<file path="src/rtl/qoe_pkg.sv">
`timescale 1ns / 1ps
package qoe_pkg;

   localparam int COLOR_W       = 16;
   localparam int INDEX_ENTRIES = 64;
   localparam int HASH_W        = $clog2(INDEX_ENTRIES);
   localparam int RUN_W         = 17;
   localparam int LEN_W         = 32;
   localparam int CMDQ_DEPTH_DEF = 4;

   localparam logic [RUN_W-1:0] RUN_CAP       = 17'h10000;
   localparam logic [RUN_W-1:0] SHORT_RUN_MAX = 17'd64;
   localparam logic [LEN_W-1:0] HDR_BYTES     = 32'd8;
   localparam logic [LEN_W-1:0] MIN_FRAME_HDR = 32'd8;

   localparam logic [7:0] OP_RUN      = 8'h80;
   localparam logic [7:0] OP_LONG_RUN = 8'hFD;
   localparam logic [7:0] OP_RAW      = 8'hFF;

   localparam logic [7:0] MAGIC0 = 8'h43;
   localparam logic [7:0] MAGIC1 = 8'h50;
   localparam logic [7:0] MAGIC2 = 8'h51;
   localparam logic [7:0] MAGIC3 = 8'h4F;

   localparam logic [1:0] CSR_WIDTH    = 2'd0;
   localparam logic [1:0] CSR_HEIGHT   = 2'd1;
   localparam logic [1:0] CSR_CAPACITY = 2'd2;

   // output byte slots of one command, in emission order
   localparam int SLOT_N = 15;
   localparam int SLOT_W = $clog2(SLOT_N);
   localparam logic [SLOT_W-1:0] SLOT_MAGIC0    = 4'd0;
   localparam logic [SLOT_W-1:0] SLOT_MAGIC1    = 4'd1;
   localparam logic [SLOT_W-1:0] SLOT_MAGIC2    = 4'd2;
   localparam logic [SLOT_W-1:0] SLOT_MAGIC3    = 4'd3;
   localparam logic [SLOT_W-1:0] SLOT_WIDTH_LO  = 4'd4;
   localparam logic [SLOT_W-1:0] SLOT_WIDTH_HI  = 4'd5;
   localparam logic [SLOT_W-1:0] SLOT_HEIGHT_LO = 4'd6;
   localparam logic [SLOT_W-1:0] SLOT_HEIGHT_HI = 4'd7;
   localparam logic [SLOT_W-1:0] SLOT_RUN_OP    = 4'd8;
   localparam logic [SLOT_W-1:0] SLOT_RUN_LO    = 4'd9;
   localparam logic [SLOT_W-1:0] SLOT_RUN_HI    = 4'd10;
   localparam logic [SLOT_W-1:0] SLOT_TOK_OP    = 4'd11;
   localparam logic [SLOT_W-1:0] SLOT_COLOR_LO  = 4'd12;
   localparam logic [SLOT_W-1:0] SLOT_COLOR_HI  = 4'd13;
   localparam logic [SLOT_W-1:0] SLOT_OVERFLOW  = 4'd14;

   typedef struct packed {
      logic               hdr;
      logic               flush;
      logic               flush_long;
      logic [15:0]        run_m1;
      logic               tok;
      logic               tok_raw;
      logic [COLOR_W-1:0] color;
      logic               ovf;
      logic               frame_end;
      logic [LEN_W-1:0]   len;
   } cmd_type;

   function automatic logic [HASH_W-1:0] hash_color(input logic [COLOR_W-1:0] c);
      hash_color = HASH_W'(c ^ (c >> 5) ^ (c >> 11));
   endfunction

endpackage

</file>
<file path="src/rtl/qoe_ram.sv">
`timescale 1ns / 1ps
module qoe_ram #(
   parameter int WIDTH = 16,
   parameter int DEPTH = 64,
   localparam int ADDR_W = $clog2(DEPTH)
) (
   input  logic              clock,
   input  logic              we,
   input  logic [ADDR_W-1:0] waddr,
   input  logic [WIDTH-1:0]  wdata,
   input  logic              re,
   input  logic [ADDR_W-1:0] raddr,
   output logic [WIDTH-1:0]  rdata
);

   logic [WIDTH-1:0] mem_ff [DEPTH];
   logic [WIDTH-1:0] rdata_ff;

   always_ff @(posedge clock) begin
      if (we) begin
         mem_ff[waddr] <= wdata;
      end
      if (re) begin
         rdata_ff <= mem_ff[raddr];
      end
   end

   assign rdata = rdata_ff;

endmodule

</file>
<file path="src/rtl/qoe_front.sv">
`timescale 1ns / 1ps
module qoe_front import qoe_pkg::*; (
   input  logic               clock,
   input  logic               reset,
   input  logic               req_push,
   output logic               req_full,
   input  logic [COLOR_W-1:0] req_pixel_color,
   input  logic [LEN_W-1:0]   capacity,
   input  logic [LEN_W-1:0]   total,
   output logic               cmd_push,
   output cmd_type            cmd_data,
   input  logic               cmd_full
);

   logic               stg_valid_ff;
   logic [COLOR_W-1:0] stg_color_ff;
   logic [HASH_W-1:0]  stg_hash_ff;
   logic [COLOR_W-1:0] prev_color_ff, prev_color_in;
   logic [RUN_W-1:0]   run_ff, run_in;
   logic [LEN_W-1:0]   seen_ff, seen_in;
   logic [LEN_W-1:0]   written_ff, written_in;
   logic               dropped_ff, dropped_in;
   logic [INDEX_ENTRIES-1:0] valid_ff;
   logic               fwd_valid_ff;
   logic [HASH_W-1:0]  fwd_hash_ff;
   logic [COLOR_W-1:0] fwd_data_ff;

   logic               accept, fire, idx_wr;
   logic [COLOR_W-1:0] ram_rdata;

   logic               frame_start, last, active, equal, hit, hdr_ovf;
   logic               flush_do, flush_ovf, tok_ovf;
   logic [COLOR_W-1:0] prev, entry;
   logic [RUN_W-1:0]   run, run_inc, flush_len, run_m1;
   logic [LEN_W-1:0]   pre;
   logic [1:0]         n_f, n_t;
   logic [LEN_W:0]     sum1, sum2, cap_x;
   cmd_type            c;

   assign fire     = stg_valid_ff && !cmd_full;
   assign req_full = stg_valid_ff && cmd_full;
   assign accept   = req_push && !req_full;

   qoe_ram #(
      .WIDTH (COLOR_W),
      .DEPTH (INDEX_ENTRIES)
   ) u_index (
      .clock (clock),
      .we    (fire && idx_wr),
      .waddr (stg_hash_ff),
      .wdata (stg_color_ff),
      .re    (accept),
      .raddr (hash_color(req_pixel_color)),
      .rdata (ram_rdata)
   );

   always_comb begin
      frame_start = (seen_ff == '0);
      prev        = frame_start ? '0 : prev_color_ff;
      run         = frame_start ? '0 : run_ff;
      last        = ({1'b0, seen_ff} + (LEN_W+1)'(1)) >= {1'b0, total};
      cap_x       = {1'b0, capacity};
      hdr_ovf     = frame_start && (capacity < MIN_FRAME_HDR);
      active      = frame_start ? !hdr_ovf : !dropped_ff;
      pre         = frame_start ? HDR_BYTES : written_ff;
      equal       = (stg_color_ff == prev);
      run_inc     = run + RUN_W'(1);

      // same-edge write to this slot is not yet in the registered read data
      if (fwd_valid_ff && fwd_hash_ff == stg_hash_ff) begin
         entry = fwd_data_ff;
      end else begin
         entry = ram_rdata;
      end
      if (frame_start || !valid_ff[stg_hash_ff]) begin
         entry = '0;
      end
      hit = (entry == stg_color_ff);

      if (equal) begin
         flush_do  = (run_inc == RUN_CAP) || last;
         flush_len = run_inc;
      end else begin
         flush_do  = (run != '0);
         flush_len = run;
      end
      run_m1 = flush_len - RUN_W'(1);
      n_f    = !flush_do ? 2'd0 : ((flush_len <= SHORT_RUN_MAX) ? 2'd1 : 2'd3);
      n_t    = hit ? 2'd1 : 2'd3;
      sum1   = {1'b0, pre} + (LEN_W+1)'(n_f);
      sum2   = {1'b0, pre} + (LEN_W+1)'({1'b0, n_f} + {1'b0, n_t});

      flush_ovf = active && flush_do && (sum1 > cap_x);
      tok_ovf   = active && !equal && !flush_ovf && (sum2 > cap_x);

      c            = '0;
      c.hdr        = frame_start && !hdr_ovf;
      c.flush      = active && flush_do && !flush_ovf;
      c.flush_long = (n_f == 2'd3);
      c.run_m1     = run_m1[15:0];
      c.tok        = active && !equal && !flush_ovf && !tok_ovf;
      c.tok_raw    = !hit;
      c.color      = stg_color_ff;
      c.ovf        = hdr_ovf || flush_ovf || tok_ovf;
      idx_wr       = c.tok && !hit;

      if (!active) begin
         written_in = frame_start ? '0 : written_ff;
      end else if (flush_ovf) begin
         written_in = pre;
      end else if (c.tok) begin
         written_in = sum2[LEN_W-1:0];
      end else begin
         written_in = sum1[LEN_W-1:0];
      end
      dropped_in  = !active || flush_ovf || tok_ovf;
      c.frame_end = last && !dropped_in;
      c.len       = written_in;

      seen_in       = last ? '0 : seen_ff + LEN_W'(1);
      prev_color_in = (active && !equal && !flush_ovf) ? stg_color_ff : prev;
      if (!active) begin
         run_in = run;
      end else if (equal && !flush_do) begin
         run_in = run_inc;
      end else begin
         run_in = '0;
      end
   end

   assign cmd_push = fire && (c.hdr || c.flush || c.tok || c.ovf);
   assign cmd_data = c;

   always_ff @(posedge clock) begin
      if (reset) begin
         stg_valid_ff  <= 1'b0;
         prev_color_ff <= '0;
         run_ff        <= '0;
         seen_ff       <= '0;
         written_ff    <= '0;
         dropped_ff    <= 1'b0;
         valid_ff      <= '0;
         fwd_valid_ff  <= 1'b0;
      end else begin
         if (accept) begin
            stg_valid_ff <= 1'b1;
            fwd_valid_ff <= fire && idx_wr;
         end else if (fire) begin
            stg_valid_ff <= 1'b0;
         end
         if (fire) begin
            prev_color_ff <= prev_color_in;
            run_ff        <= run_in;
            seen_ff       <= seen_in;
            written_ff    <= written_in;
            dropped_ff    <= dropped_in;
            if (frame_start) begin
               valid_ff <= idx_wr ? (INDEX_ENTRIES'(1) << stg_hash_ff) : '0;
            end else if (idx_wr) begin
               valid_ff[stg_hash_ff] <= 1'b1;
            end
         end
      end
   end

   always_ff @(posedge clock) begin
      if (accept) begin
         stg_color_ff <= req_pixel_color;
         stg_hash_ff  <= hash_color(req_pixel_color);
         fwd_hash_ff  <= stg_hash_ff;
         fwd_data_ff  <= stg_color_ff;
      end
   end

endmodule

</file>
<file path="src/rtl/qoe_cmdq.sv">
`timescale 1ns / 1ps
module qoe_cmdq import qoe_pkg::*; #(
   parameter int DEPTH = CMDQ_DEPTH_DEF
) (
   input  logic    clock,
   input  logic    reset,
   input  logic    push,
   input  cmd_type wdata,
   output logic    full,
   input  logic    pop,
   output logic    valid,
   output cmd_type rdata
);

   localparam int PTR_W = (DEPTH > 1) ? $clog2(DEPTH) : 1;
   localparam int CNT_W = $clog2(DEPTH + 1);
   localparam logic [PTR_W-1:0] PTR_LAST = PTR_W'(DEPTH - 1);
   localparam logic [CNT_W-1:0] CNT_FULL = CNT_W'(DEPTH);

   cmd_type           mem_ff [DEPTH];
   logic [PTR_W-1:0]  wr_ptr_ff, rd_ptr_ff;
   logic [CNT_W-1:0]  count_ff;

   assign full  = (count_ff == CNT_FULL);
   assign valid = (count_ff != '0);
   assign rdata = mem_ff[rd_ptr_ff];

   always_ff @(posedge clock) begin
      if (reset) begin
         wr_ptr_ff <= '0;
         rd_ptr_ff <= '0;
         count_ff  <= '0;
      end else begin
         if (push) begin
            wr_ptr_ff <= (wr_ptr_ff == PTR_LAST) ? '0 : wr_ptr_ff + PTR_W'(1);
         end
         if (pop) begin
            rd_ptr_ff <= (rd_ptr_ff == PTR_LAST) ? '0 : rd_ptr_ff + PTR_W'(1);
         end
         if (push && !pop) begin
            count_ff <= count_ff + CNT_W'(1);
         end else if (pop && !push) begin
            count_ff <= count_ff - CNT_W'(1);
         end
      end
   end

   always_ff @(posedge clock) begin
      if (push) begin
         mem_ff[wr_ptr_ff] <= wdata;
      end
   end

endmodule

</file>
<file path="src/rtl/qoe_back.sv">
`timescale 1ns / 1ps
module qoe_back import qoe_pkg::*; (
   input  logic             clock,
   input  logic             reset,
   input  logic             cmd_valid,
   input  cmd_type          cmd,
   output logic             cmd_pop,
   input  logic [15:0]      image_width,
   input  logic [15:0]      image_height,
   output logic             rsp_empty,
   input  logic             rsp_pop,
   output logic [7:0]       rsp_out_byte,
   output logic             rsp_item_last,
   output logic             rsp_frame_end,
   output logic             rsp_overflow,
   output logic [LEN_W-1:0] rsp_encoded_length
);

   logic [SLOT_N-1:0] done_ff, done_in;
   logic              out_valid_ff;
   logic [7:0]        out_byte_ff, out_byte_in;
   logic              item_last_ff, frame_end_ff, overflow_ff;
   logic [LEN_W-1:0]  length_ff;

   logic [SLOT_N-1:0] en, rem, low;
   logic [SLOT_W-1:0] slot;
   logic              is_last, emit;

   always_comb begin
      en                 = '0;
      en[SLOT_MAGIC0]    = cmd.hdr;
      en[SLOT_MAGIC1]    = cmd.hdr;
      en[SLOT_MAGIC2]    = cmd.hdr;
      en[SLOT_MAGIC3]    = cmd.hdr;
      en[SLOT_WIDTH_LO]  = cmd.hdr;
      en[SLOT_WIDTH_HI]  = cmd.hdr;
      en[SLOT_HEIGHT_LO] = cmd.hdr;
      en[SLOT_HEIGHT_HI] = cmd.hdr;
      en[SLOT_RUN_OP]    = cmd.flush;
      en[SLOT_RUN_LO]    = cmd.flush && cmd.flush_long;
      en[SLOT_RUN_HI]    = cmd.flush && cmd.flush_long;
      en[SLOT_TOK_OP]    = cmd.tok;
      en[SLOT_COLOR_LO]  = cmd.tok && cmd.tok_raw;
      en[SLOT_COLOR_HI]  = cmd.tok && cmd.tok_raw;
      en[SLOT_OVERFLOW]  = cmd.ovf;

      rem     = en & ~done_ff;
      low     = rem & SLOT_N'(~rem + SLOT_N'(1));
      is_last = ((rem & ~low) == '0);
      slot    = '0;
      for (int i = 0; i < SLOT_N; i++) begin
         if (low[i]) begin
            slot = slot | SLOT_W'(i);
         end
      end

      case (slot)
         SLOT_MAGIC0:    out_byte_in = MAGIC0;
         SLOT_MAGIC1:    out_byte_in = MAGIC1;
         SLOT_MAGIC2:    out_byte_in = MAGIC2;
         SLOT_MAGIC3:    out_byte_in = MAGIC3;
         SLOT_WIDTH_LO:  out_byte_in = image_width[7:0];
         SLOT_WIDTH_HI:  out_byte_in = image_width[15:8];
         SLOT_HEIGHT_LO: out_byte_in = image_height[7:0];
         SLOT_HEIGHT_HI: out_byte_in = image_height[15:8];
         SLOT_RUN_OP:    out_byte_in = cmd.flush_long ? OP_LONG_RUN
                                                      : (OP_RUN | {2'b00, cmd.run_m1[5:0]});
         SLOT_RUN_LO:    out_byte_in = cmd.run_m1[7:0];
         SLOT_RUN_HI:    out_byte_in = cmd.run_m1[15:8];
         SLOT_TOK_OP:    out_byte_in = cmd.tok_raw ? OP_RAW
                                                   : 8'(hash_color(cmd.color));
         SLOT_COLOR_LO:  out_byte_in = cmd.color[7:0];
         SLOT_COLOR_HI:  out_byte_in = cmd.color[15:8];
         default:        out_byte_in = '0;
      endcase

      emit    = cmd_valid && (!out_valid_ff || rsp_pop);
      done_in = is_last ? '0 : (done_ff | low);
   end

   assign cmd_pop = emit && is_last;

   always_ff @(posedge clock) begin
      if (reset) begin
         done_ff      <= '0;
         out_valid_ff <= 1'b0;
      end else begin
         if (emit) begin
            done_ff      <= done_in;
            out_valid_ff <= 1'b1;
         end else if (rsp_pop) begin
            out_valid_ff <= 1'b0;
         end
      end
   end

   always_ff @(posedge clock) begin
      if (emit) begin
         out_byte_ff  <= out_byte_in;
         item_last_ff <= is_last;
         frame_end_ff <= is_last && cmd.frame_end;
         overflow_ff  <= (slot == SLOT_OVERFLOW);
         length_ff    <= (is_last && cmd.frame_end) ? cmd.len : '0;
      end
   end

   assign rsp_empty          = !out_valid_ff;
   assign rsp_out_byte       = out_byte_ff;
   assign rsp_item_last      = item_last_ff;
   assign rsp_frame_end      = frame_end_ff;
   assign rsp_overflow       = overflow_ff;
   assign rsp_encoded_length = length_ff;

endmodule

</file>
<file path="src/rtl/rgb565_qoi_encoder_unit.sv">
`timescale 1ns / 1ps
// Streaming QOI-style encoder for RGB565 pixels, one result beat per encoded byte.
// The front stage takes one pixel per cycle while the command queue is not full:
// it looks the color up in a 64x16 index memory, tracks the run, byte count and
// capacity, and queues one command for each pixel that produces bytes into a
// 4-entry command queue. The back stage turns each command into bytes at one beat
// per cycle while the receiver keeps popping. A pixel produces 3 bytes for a raw
// color, 1 for an index hit, 0 while a run grows, plus 8 header bytes at frame
// start and 1 or 3 bytes when a run is flushed. Index entries carry valid bits
// that are all cleared at once at frame start; there is no clearing pass after
// reset.
module rgb565_qoi_encoder_unit import qoe_pkg::*; #(
   parameter int CMDQ_DEPTH = CMDQ_DEPTH_DEF
) (
   input  logic             clock,
   input  logic             reset,
   input  logic             req_push,
   output logic             req_full,
   input  logic [15:0]      req_pixel_color,
   output logic             rsp_empty,
   input  logic             rsp_pop,
   output logic [7:0]       rsp_out_byte,
   output logic             rsp_item_last,
   output logic             rsp_frame_end,
   output logic             rsp_overflow,
   output logic [31:0]      rsp_encoded_length,
   input  logic             csr_valid,
   output logic             csr_ready,
   input  logic [1:0]       csr_index,
   input  logic [31:0]      csr_wdata
);

   logic [15:0]      width_ff, height_ff;
   logic [LEN_W-1:0] capacity_ff, total_ff;

   logic    cmd_push, cmd_full, cmd_valid, cmd_pop;
   cmd_type cmd_wdata, cmd_rdata;

   assign csr_ready = 1'b1;

   always_ff @(posedge clock) begin
      if (reset) begin
         width_ff    <= 16'd1;
         height_ff   <= 16'd1;
         capacity_ff <= 32'd65536;
         total_ff    <= 32'd1;
      end else if (csr_valid && csr_ready) begin
         case (csr_index)
            CSR_WIDTH: begin
               width_ff <= csr_wdata[15:0];
               total_ff <= {16'b0, csr_wdata[15:0]} * {16'b0, height_ff};
            end
            CSR_HEIGHT: begin
               height_ff <= csr_wdata[15:0];
               total_ff  <= {16'b0, width_ff} * {16'b0, csr_wdata[15:0]};
            end
            CSR_CAPACITY: begin
               capacity_ff <= csr_wdata;
            end
            default: begin
            end
         endcase
      end
   end

   qoe_front u_front (
      .clock           (clock),
      .reset           (reset),
      .req_push        (req_push),
      .req_full        (req_full),
      .req_pixel_color (req_pixel_color),
      .capacity        (capacity_ff),
      .total           (total_ff),
      .cmd_push        (cmd_push),
      .cmd_data        (cmd_wdata),
      .cmd_full        (cmd_full)
   );

   qoe_cmdq #(
      .DEPTH (CMDQ_DEPTH)
   ) u_cmdq (
      .clock (clock),
      .reset (reset),
      .push  (cmd_push),
      .wdata (cmd_wdata),
      .full  (cmd_full),
      .pop   (cmd_pop),
      .valid (cmd_valid),
      .rdata (cmd_rdata)
   );

   qoe_back u_back (
      .clock              (clock),
      .reset              (reset),
      .cmd_valid          (cmd_valid),
      .cmd                (cmd_rdata),
      .cmd_pop            (cmd_pop),
      .image_width        (width_ff),
      .image_height       (height_ff),
      .rsp_empty          (rsp_empty),
      .rsp_pop            (rsp_pop),
      .rsp_out_byte       (rsp_out_byte),
      .rsp_item_last      (rsp_item_last),
      .rsp_frame_end      (rsp_frame_end),
      .rsp_overflow       (rsp_overflow),
      .rsp_encoded_length (rsp_encoded_length)
   );

`ifndef NO_ASSERTIONS
   a_cmdq_no_overrun: assert property (@(posedge clock) disable iff (reset)
      cmd_push |-> !cmd_full)
      else $error("command queue written while full");

   a_cmdq_no_underrun: assert property (@(posedge clock) disable iff (reset)
      cmd_pop |-> cmd_valid)
      else $error("command queue read while empty");

   a_overflow_beat: assert property (@(posedge clock) disable iff (reset)
      (!rsp_empty && rsp_overflow) |->
         (rsp_out_byte == 8'd0 && !rsp_frame_end && rsp_item_last))
      else $error("overflow beat carries data or frame end");

   a_frame_end_beat: assert property (@(posedge clock) disable iff (reset)
      (!rsp_empty && rsp_frame_end) |-> (rsp_item_last && !rsp_overflow))
      else $error("frame end not on the last beat of a pixel");
`endif

endmodule

</file>
<file path="config.mk">
export PLATFORM = sky130hd
export DESIGN_NAME = rgb565_qoi_encoder_unit
export DESIGN_NICKNAME = d
export VERILOG_FILES = /design/src/rtl/qoe_pkg.sv /design/src/rtl/qoe_ram.sv /design/src/rtl/qoe_front.sv /design/src/rtl/qoe_cmdq.sv /design/src/rtl/qoe_back.sv /design/src/rtl/rgb565_qoi_encoder_unit.sv
export SDC_FILE = /design/constraint.sdc
export NUM_CORES = 2
export LEC_CHECK = 0
export ABC_CLOCK_PERIOD_IN_PS = 31400
export BUFFER_PORTS_ARGS = -buffer_cell sky130_fd_sc_hd__buf_4
export CORE_MARGIN = 2
export CORE_UTILIZATION = 30
export CTS_CLUSTER_SIZE = 40
export DETAILED_ROUTE_END_ITERATION = 8
export PLACE_DENSITY = 0.42
export SETUP_SLACK_MARGIN = 0.2
export SLEW_MARGIN = 25
export SYNTH_ARGS = -nofsm -noshare
export SYNTH_HDL_FRONTEND = slang
export SYNTH_SLANG_ARGS = --single-unit
</file>
<file path="constraint.sdc">
create_clock -name clock -period 31.4 [get_ports clock]
set_clock_uncertainty 0.2 [all_clocks]
set_input_delay 6.28 -clock clock [delete_from_list [all_inputs] [get_ports clock]]
set_output_delay 6.28 -clock clock [all_outputs]
set_load 0.005 [all_outputs]
</file>
After elaboration in Yosys (flattened, before gate mapping)
Memory sizes are Yosys's and may differ from the RTL's. A register that Yosys moved wholly into a read port is not among the register bits.
Cells that the tools add are included.
{"block": "word_totals", "regBits": 370, "memories": 2, "mem_bits_rw": 1308, "out_inout_bits": 46}
{"block": "classes", "add_sub_neg": 12, "shifts": 1, "n_bitwise": 12, "n_mux": 59, "magnitude_cmp": 7, "reduce_logical": 67, "n_mul": 2, "n_eq_ne": 24}
{"memory": "u_front.u_index.mem_ff", "depth": 64, "word_bits": 16, "read_ports": 1, "rd_ports_with_merged_regs": 1, "wr": 1, "line": "qoe_ram.sv:16", "rtl": "logic [WIDTH-1:0] mem_ff [DEPTH];"}
{"memory": "u_cmdq.mem_ff", "depth": 4, "word_bits": 71, "read_ports": 1, "rd_ports_with_merged_regs": 1, "wr": 1, "line": "qoe_cmdq.sv:20", "rtl": "cmd_type mem_ff [DEPTH];"}
{"cell": "$mux W32", "n": 6}
{"cell": "$mux W64", "n": 3}
{"cell": "$pmux W8 S14", "n": 1}
{"cell": "$mux W17", "n": 4}
{"cell": "$gt A33 B32 Y1", "n": 2}
{"cell": "$mul A16 B16 Y32", "n": 2}
{"cell": "$mux W16", "n": 4}
{"cell": "$or A64 B64 Y64", "n": 1}
{"cell": "$pmux W32 S2", "n": 1}
{"cell": "$shl A1 B6 Y64 const A", "n": 1}
{"cell": "$and A15 B15 Y15", "n": 3}
{"cell": "$not A15 Y15", "n": 3}
{"cell": "$add A32 B1 Y33 const B", "n": 1}
{"cell": "$add A32 B2 Y33", "n": 1}
{"cell": "$add A32 B33 Y33", "n": 1}
{"cell": "$ge A33 B32 Y1", "n": 1}
{"cell": "$add A32 B1 Y32 const B", "n": 1}
{"cell": "$eq A16 B16 Y1", "n": 2}
{"cell": "$logic_not A32 Y1", "n": 1}
{"cell": "$lt A32 B4 Y1 const B", "n": 1}
{"cell": "$eq A4 B4 Y1 const B", "n": 7}
{"cell": "$mux W4", "n": 7}
{"cell": "$logic_and A1 B1 Y1", "n": 26}
{"cell": "$mux W2", "n": 9}
{"cell": "37 further kinds", "n": 95}

Longest topological paths before layout
{"block": "depth", "ltp_word": 22, "ltp_mapped": 48}

By module
From an unflattened synthesis, not the netlist that was laid out.
{"block": "hier_totals", "hier_cells": 7068, "hier_area_um2": 91406.4}
{"module": "qoe_ram", "area_per_inst_um2": 40202.3, "seq_area_each_um2": 31230.0, "cells_each": 1829, "instances": 1}
{"module": "rgb565_qoi_encoder_unit", "area_per_inst_um2": 20803.7, "seq_area_each_um2": 1921.8, "cells_each": 2458, "instances": 1}
{"module": "qoe_front", "area_per_inst_um2": 16077.9, "seq_area_each_um2": 4604.4, "cells_each": 2012, "instances": 1}
{"module": "qoe_cmdq", "area_per_inst_um2": 10762.8, "seq_area_each_um2": 8708.4, "cells_each": 415, "instances": 1}
{"module": "qoe_back", "area_per_inst_um2": 3559.7, "seq_area_each_um2": 1611.5, "cells_each": 354, "instances": 1}

Worst setup path after synthesis
OpenSTA, ideal clock, no wires.
{"block": "synth_path", "path_type": "input port to flip-flop", "startpoint": "input csr_wdata[5]", "endpoint": "register total_ff[28]", "required_ps": 31063, "arrival_ps": 12897, "stages": 26, "path_slack_ps": 18165, "setup_ps": 137, "n_path_buf": 2, "path_cell_list": "clkbuf_1 > clkbuf_1 > nand2_1 > fa_1 > inv_1 > fa_1 > inv_1 > fa_1 > fa_1 > inv_1 > fa_1 > fa_1 > ha_1 > a21o_1 > a2111oi_0 > nor2b_1 > o21ai_0 > o311ai_0 > a41oi_1 > nor2b_1 > o21a_1 > o21a_1 > o31ai_1 > nor2b_1 > mux2i_1 > a211oi_1"}
{"block": "synth_via", "elab_chain_cells": 2, "elab_cells_between_ends": 3, "classes_between": "mul (2); mux (1)"}
{"item": "start: declaration", "line": "rgb565_qoi_encoder_unit.sv:30", "rtl": "input logic [31:0] csr_wdata"}
{"item": "$mul A16 B16 Y32, on equally long branches", "line": "rgb565_qoi_encoder_unit.sv:55, rgb565_qoi_encoder_unit.sv:51"}
{"item": "$pmux W32 S2 (*)", "line": "rgb565_qoi_encoder_unit.sv:48", "rtl": "case (csr_index)"}
{"item": "end signal: assignment", "line": "rgb565_qoi_encoder_unit.sv:51", "rtl": "total_ff <= {16'b0, csr_wdata[15:0]} * {16'b0, height_ff};"}
{"item": "end signal: assignment", "line": "rgb565_qoi_encoder_unit.sv:55", "rtl": "total_ff <= {16'b0, width_ff} * {16'b0, csr_wdata[15:0]};"}
{"item": "end: declaration", "line": "rgb565_qoi_encoder_unit.sv:34", "rtl": "logic [LEN_W-1:0] capacity_ff, total_ff;"}
Every way passes the cells marked *; elsewhere a longest branch is shown, timed or not.
A chain may end at the register's enable or synchronous reset.

Worst setup path after layout
{"block": "layout_path", "startpoint": "register u_front.seen_ff[0]", "endpoint": "memory u_front.u_index.mem_ff[112][10], in the netlist u_front.u_index.mem_ff[14][10], enable pin"}
{"block": "layout_via", "elab_chain_cells": 19, "elab_cells_between_ends": 42, "classes_between": "add/sub (5); order compare (4); eq/ne (3); mux (12); reduce/logical (18)"}
{"item": "start: declaration", "line": "qoe_front.sv:20", "rtl": "logic [LEN_W-1:0] seen_ff, seen_in;"}
{"item": "start signal: assignment", "line": "qoe_front.sv:154", "rtl": "seen_ff <= seen_in;"}
{"item": "parallel branches: the longest is 15 deep, another holds $add A32 B33 Y33"}
{"item": "$logic_and A1 B1 Y1 (*)", "line": "qoe_front.sv:105", "rtl": "idx_wr = c.tok && !hit;"}
{"item": "$logic_and A1 B1 Y1 (*)", "line": "qoe_front.sv:49", "rtl": ".we (fire && idx_wr),"}
{"item": "$mux W1 (*)", "line": "qoe_ram.sv:20", "rtl": "if (we) begin"}
{"item": "$mux W1 (implied by the code) (*)", "line": "qoe_ram.sv:21", "rtl": "mem_ff[waddr] <= wdata;"}
{"item": "end: declaration", "line": "qoe_ram.sv:16"}
Every way passes the cells marked *.

==> impl_metrics.csv <==
group,metric,value,unit
placed_design,dp_slack,17.32,ns
cts,cts_tree,"yes",
cells_and_area,finalInstanceArea,102000,um^2
timing,fin_crit,13.87,ns
placed_design,dp_hpwl,178000,um
synthesis,syn_nets,7826,
floorplan,dieArea,304000,um^2
timing,fin_crit_sh,44.2,%
cells_and_area,area_growth,13.1,%
power,p_leak,37.0,nW
detailed_routing,avgViaCountPerCell,5.10,
setup_path,worstSetupPathType,"reg2reg",
synthesis,async_flop_share,0,%
synthesis,synth.distinct_cells,96,
cts,cts.path.max_buffers,4,
global_route,grtUsageMet2,30.6,%
setup_path,worst_ep_arrival_time,14.25,ns
setup_path,worst_path_largest_cell_delay,0.93,ns
floorplan,core-area,299000,um^2
setup_path,critical_path_required,31.78,ns
placed_design,io_buffers,99,
cts,cts.htree.levels,4,
setup_path,end_kind,"flop",
detailed_routing,dr_total_vias,57100,
synthesis,synth_top_family_by_area,"adder cells",
synthesis,avgSynthCellArea,12.8,um^2
cells_and_area,nets,7870,
synthesis,ys_seq_area_share,53.4,%
global_route,track_usage,18.1,%
setup_path,worst-path-buf-inv,4,
placed_design,placed_cell_area,95700,um^2
cts,root_buffer,"clkbuf_16",
detailed_routing,drc_errors,0,
detailed_routing,drt-pass1-iter-count,5,
global_route,antenna_found_initial,5,
timing,tightest_slew,1.21,ns
placed_design,routabilityCongestion,0.846,
synthesis,syn_area,90000,um^2
run,drv_cap,0,
cells_and_area,final_cell_mix,"edfxtp_1, nand2_1, inv_1",
global_route,grt_pass1_wl,408000,um
setup_path,cp_max_fo,53,
power,powerDensity,54.6,nW/um^2
timing,hold_viol_final,0,
synthesis,synth_xor_area_share,1.98,%
outcome,status,"finished clean",
power,p_total,5.56,mW
global_route,grt_max_degree,105,
global_route,grt_pass1_vias,59400,
cts,clkSinkCount,1696,
timing,rsz0062_at_grt,"no",
detailed_routing,wl_per_cell,24.7,um
timing,fmax,72.1,MHz
timing,final-setup-viol-count,0,
cts,cts_setup_buffers,0,
timing,max-slew-margin-rel,19.1,%
setup_path,critical_path.top_delay_family,"simple AND/OR/NAND/NOR gates",
global_route,grtUsageMet1,24.6,%
detailed_routing,drtIter0Drc,4527,
cells_and_area,final_core_util,34.0,%
floorplan,start_util,30.1,%
global_route,overflow,0,
timing,hold_ws,0.253,ns
synthesis,synthAdderAreaFrac,13.2,%
synthesis,synthMuxAreaShare,9.29,%
timing,finalMaxSlewViolations,0,
power,ir_drop,48.2,uV
synthesis,synth-edff-count,1411,
cells_and_area,drive_gt1_share,13.9,%
cells_and_area,final_cells,11200,
cts,postCtsHoldBufs,0,
cts,clkTransAtPathRegs,0.06,ns
cells_and_area,final_common_cell,"edfxtp_1",
global_route,busiest_layer,"met2",
floorplan,rows,201,
setup_path,critical-path-top-cell-by-count,"ha_1",
detailed_routing,routed_wirelength,276000,um
floorplan,dieHeight,552,um
synthesis,synthCells,7060,
timing,tns,0,ns
global_route,grtUsageMet3,2.25,%
cts,cts_resized,0,
setup_path,crit_path_top_delay_cell,"or3_1",
synthesis,synth-compound-area-share,6.90,%
synthesis,yosys.area_share.simple,11.1,%
synthesis,yosys_warnings,0,
synthesis,synth_ff_type,"edfxtp_1",
floorplan,io_pins,101,
floorplan,die_w,552,um
cts,clk-insertion-delay-late,0.87,ns
cts,cts_buffers,192,
placed_design,dp.cells,10900,
synthesis,ys_ff_latch,1696,
hold_path,min_path_type,"reg2reg",
setup_path,start_kind,"flop",
detailed_routing,drt.antenna.violating_nets,0,
timing,setup_ws,17.53,ns
==> routing by layer <==
metal | part of all wire (%) | vias to the layer above
li1 | - | 25600
met1 | 45 | 29800
met2 | 48 | 1402
met3 | 4.2 | 333
met4 | 2.7 | 0
met5 | 0 | -
==> path summary, 6_finish.rpt <==
check | slack (ns) | endpoint | from | depth (start not counted)
hold reg to reg | 0.25 | width_ff[15]$_SDFFE_PP0P_ | width_ff[15]$_SDFFE_PP0P_ | 2
setup / recovery | 17.53 | u_front.u_index.mem_ff[14][10]$_DFFE_PP_ | u_front.seen_ff[0]$_SDFFE_PP0P_ | 41
hold / removal | 0.25 | width_ff[15]$_SDFFE_PP0P_ | width_ff[15]$_SDFFE_PP0P_ | 2
setup reg to reg | 17.53 | u_front.u_index.mem_ff[14][10]$_DFFE_PP_ | u_front.seen_ff[0]$_SDFFE_PP0P_ | 41
==> flip-flops by register name, summed over array words and instances, names as in the netlist, 15 cells and up, named ones only <==
signal	cells
u_front.written_ff	32
u_front.valid_ff	64
u_front.stg_color_ff	16
u_front.run_ff	17
u_cmdq.mem_ff	284
u_front.u_index.mem_ff	1024
width_ff	16
capacity_ff	32
total_ff	32
height_ff	16
u_front.u_index.rdata	16
u_front.fwd_data_ff	16
u_front.prev_color_ff	16
u_back.done_ff	15
u_front.seen_ff	32
u_back.rsp_encoded_length	32
==> cells by family after synthesis <==
kind of cell,count (synthesis)
AND/OR/NAND/NOR,2130
flip-flops,1696
buffers and inverters,990
AO/OA/AOI/OAI,923
adder cells (fa/ha/maj),715
multiplexers,401
XOR/XNOR,204
other,1
==> cell usage after synthesis (67+ instances only) <==
cell	instances	area, um^2
clkbuf_1	339	1270
nand2_1	984	3690
a21oi_1	266	1330
xnor2_1	142	1240
buf_1	71	267
fa_1	390	7810
mux4_2	346	7790
dfxtp_1	285	5710
and2_1	202	1260
edfxtp_1	1411	42400
a22o_1	67	587
ha_1	321	4020
and3_1	125	782
nand3_1	130	651
o21ai_0	134	671
inv_1	548	2060
nor2_1	362	1360
==> cell type report <==
cell class              count  area [um^2]
clock buffers             248         5180
inverters                 551         2070
repair buffers            289         2240
fillers                 29600       198000
clock inverters            91          828
well taps                3958         4950
diodes                      2         5.00
flip-flops and latches   1696        48100
multi-input cells        4374        38400
==> power breakdown <==
group	leakage [nW]	internal (mW)	switching, mW	total [mW]
clock network	2.93	1.28	0.920	2.20
logic	19.1	0.293	0.544	0.837
registers	15.0	2.49	0.0290	2.52
==> worst reg2reg max path, delay by kind of cell (launching register included) <==
family / cells / cell delay [ns]
adder cells (fa/ha/maj): 5 / 1.50
AO/OA/AOI/OAI: 12 / 2.89
flip-flops: 1 / 0.39
AND/OR/NAND/NOR: 18 / 7.14
XOR/XNOR: 2 / 0.37
buffers and inverters: 4 / 1.13
Note: power is estimated with default switching activity, not from simulation.
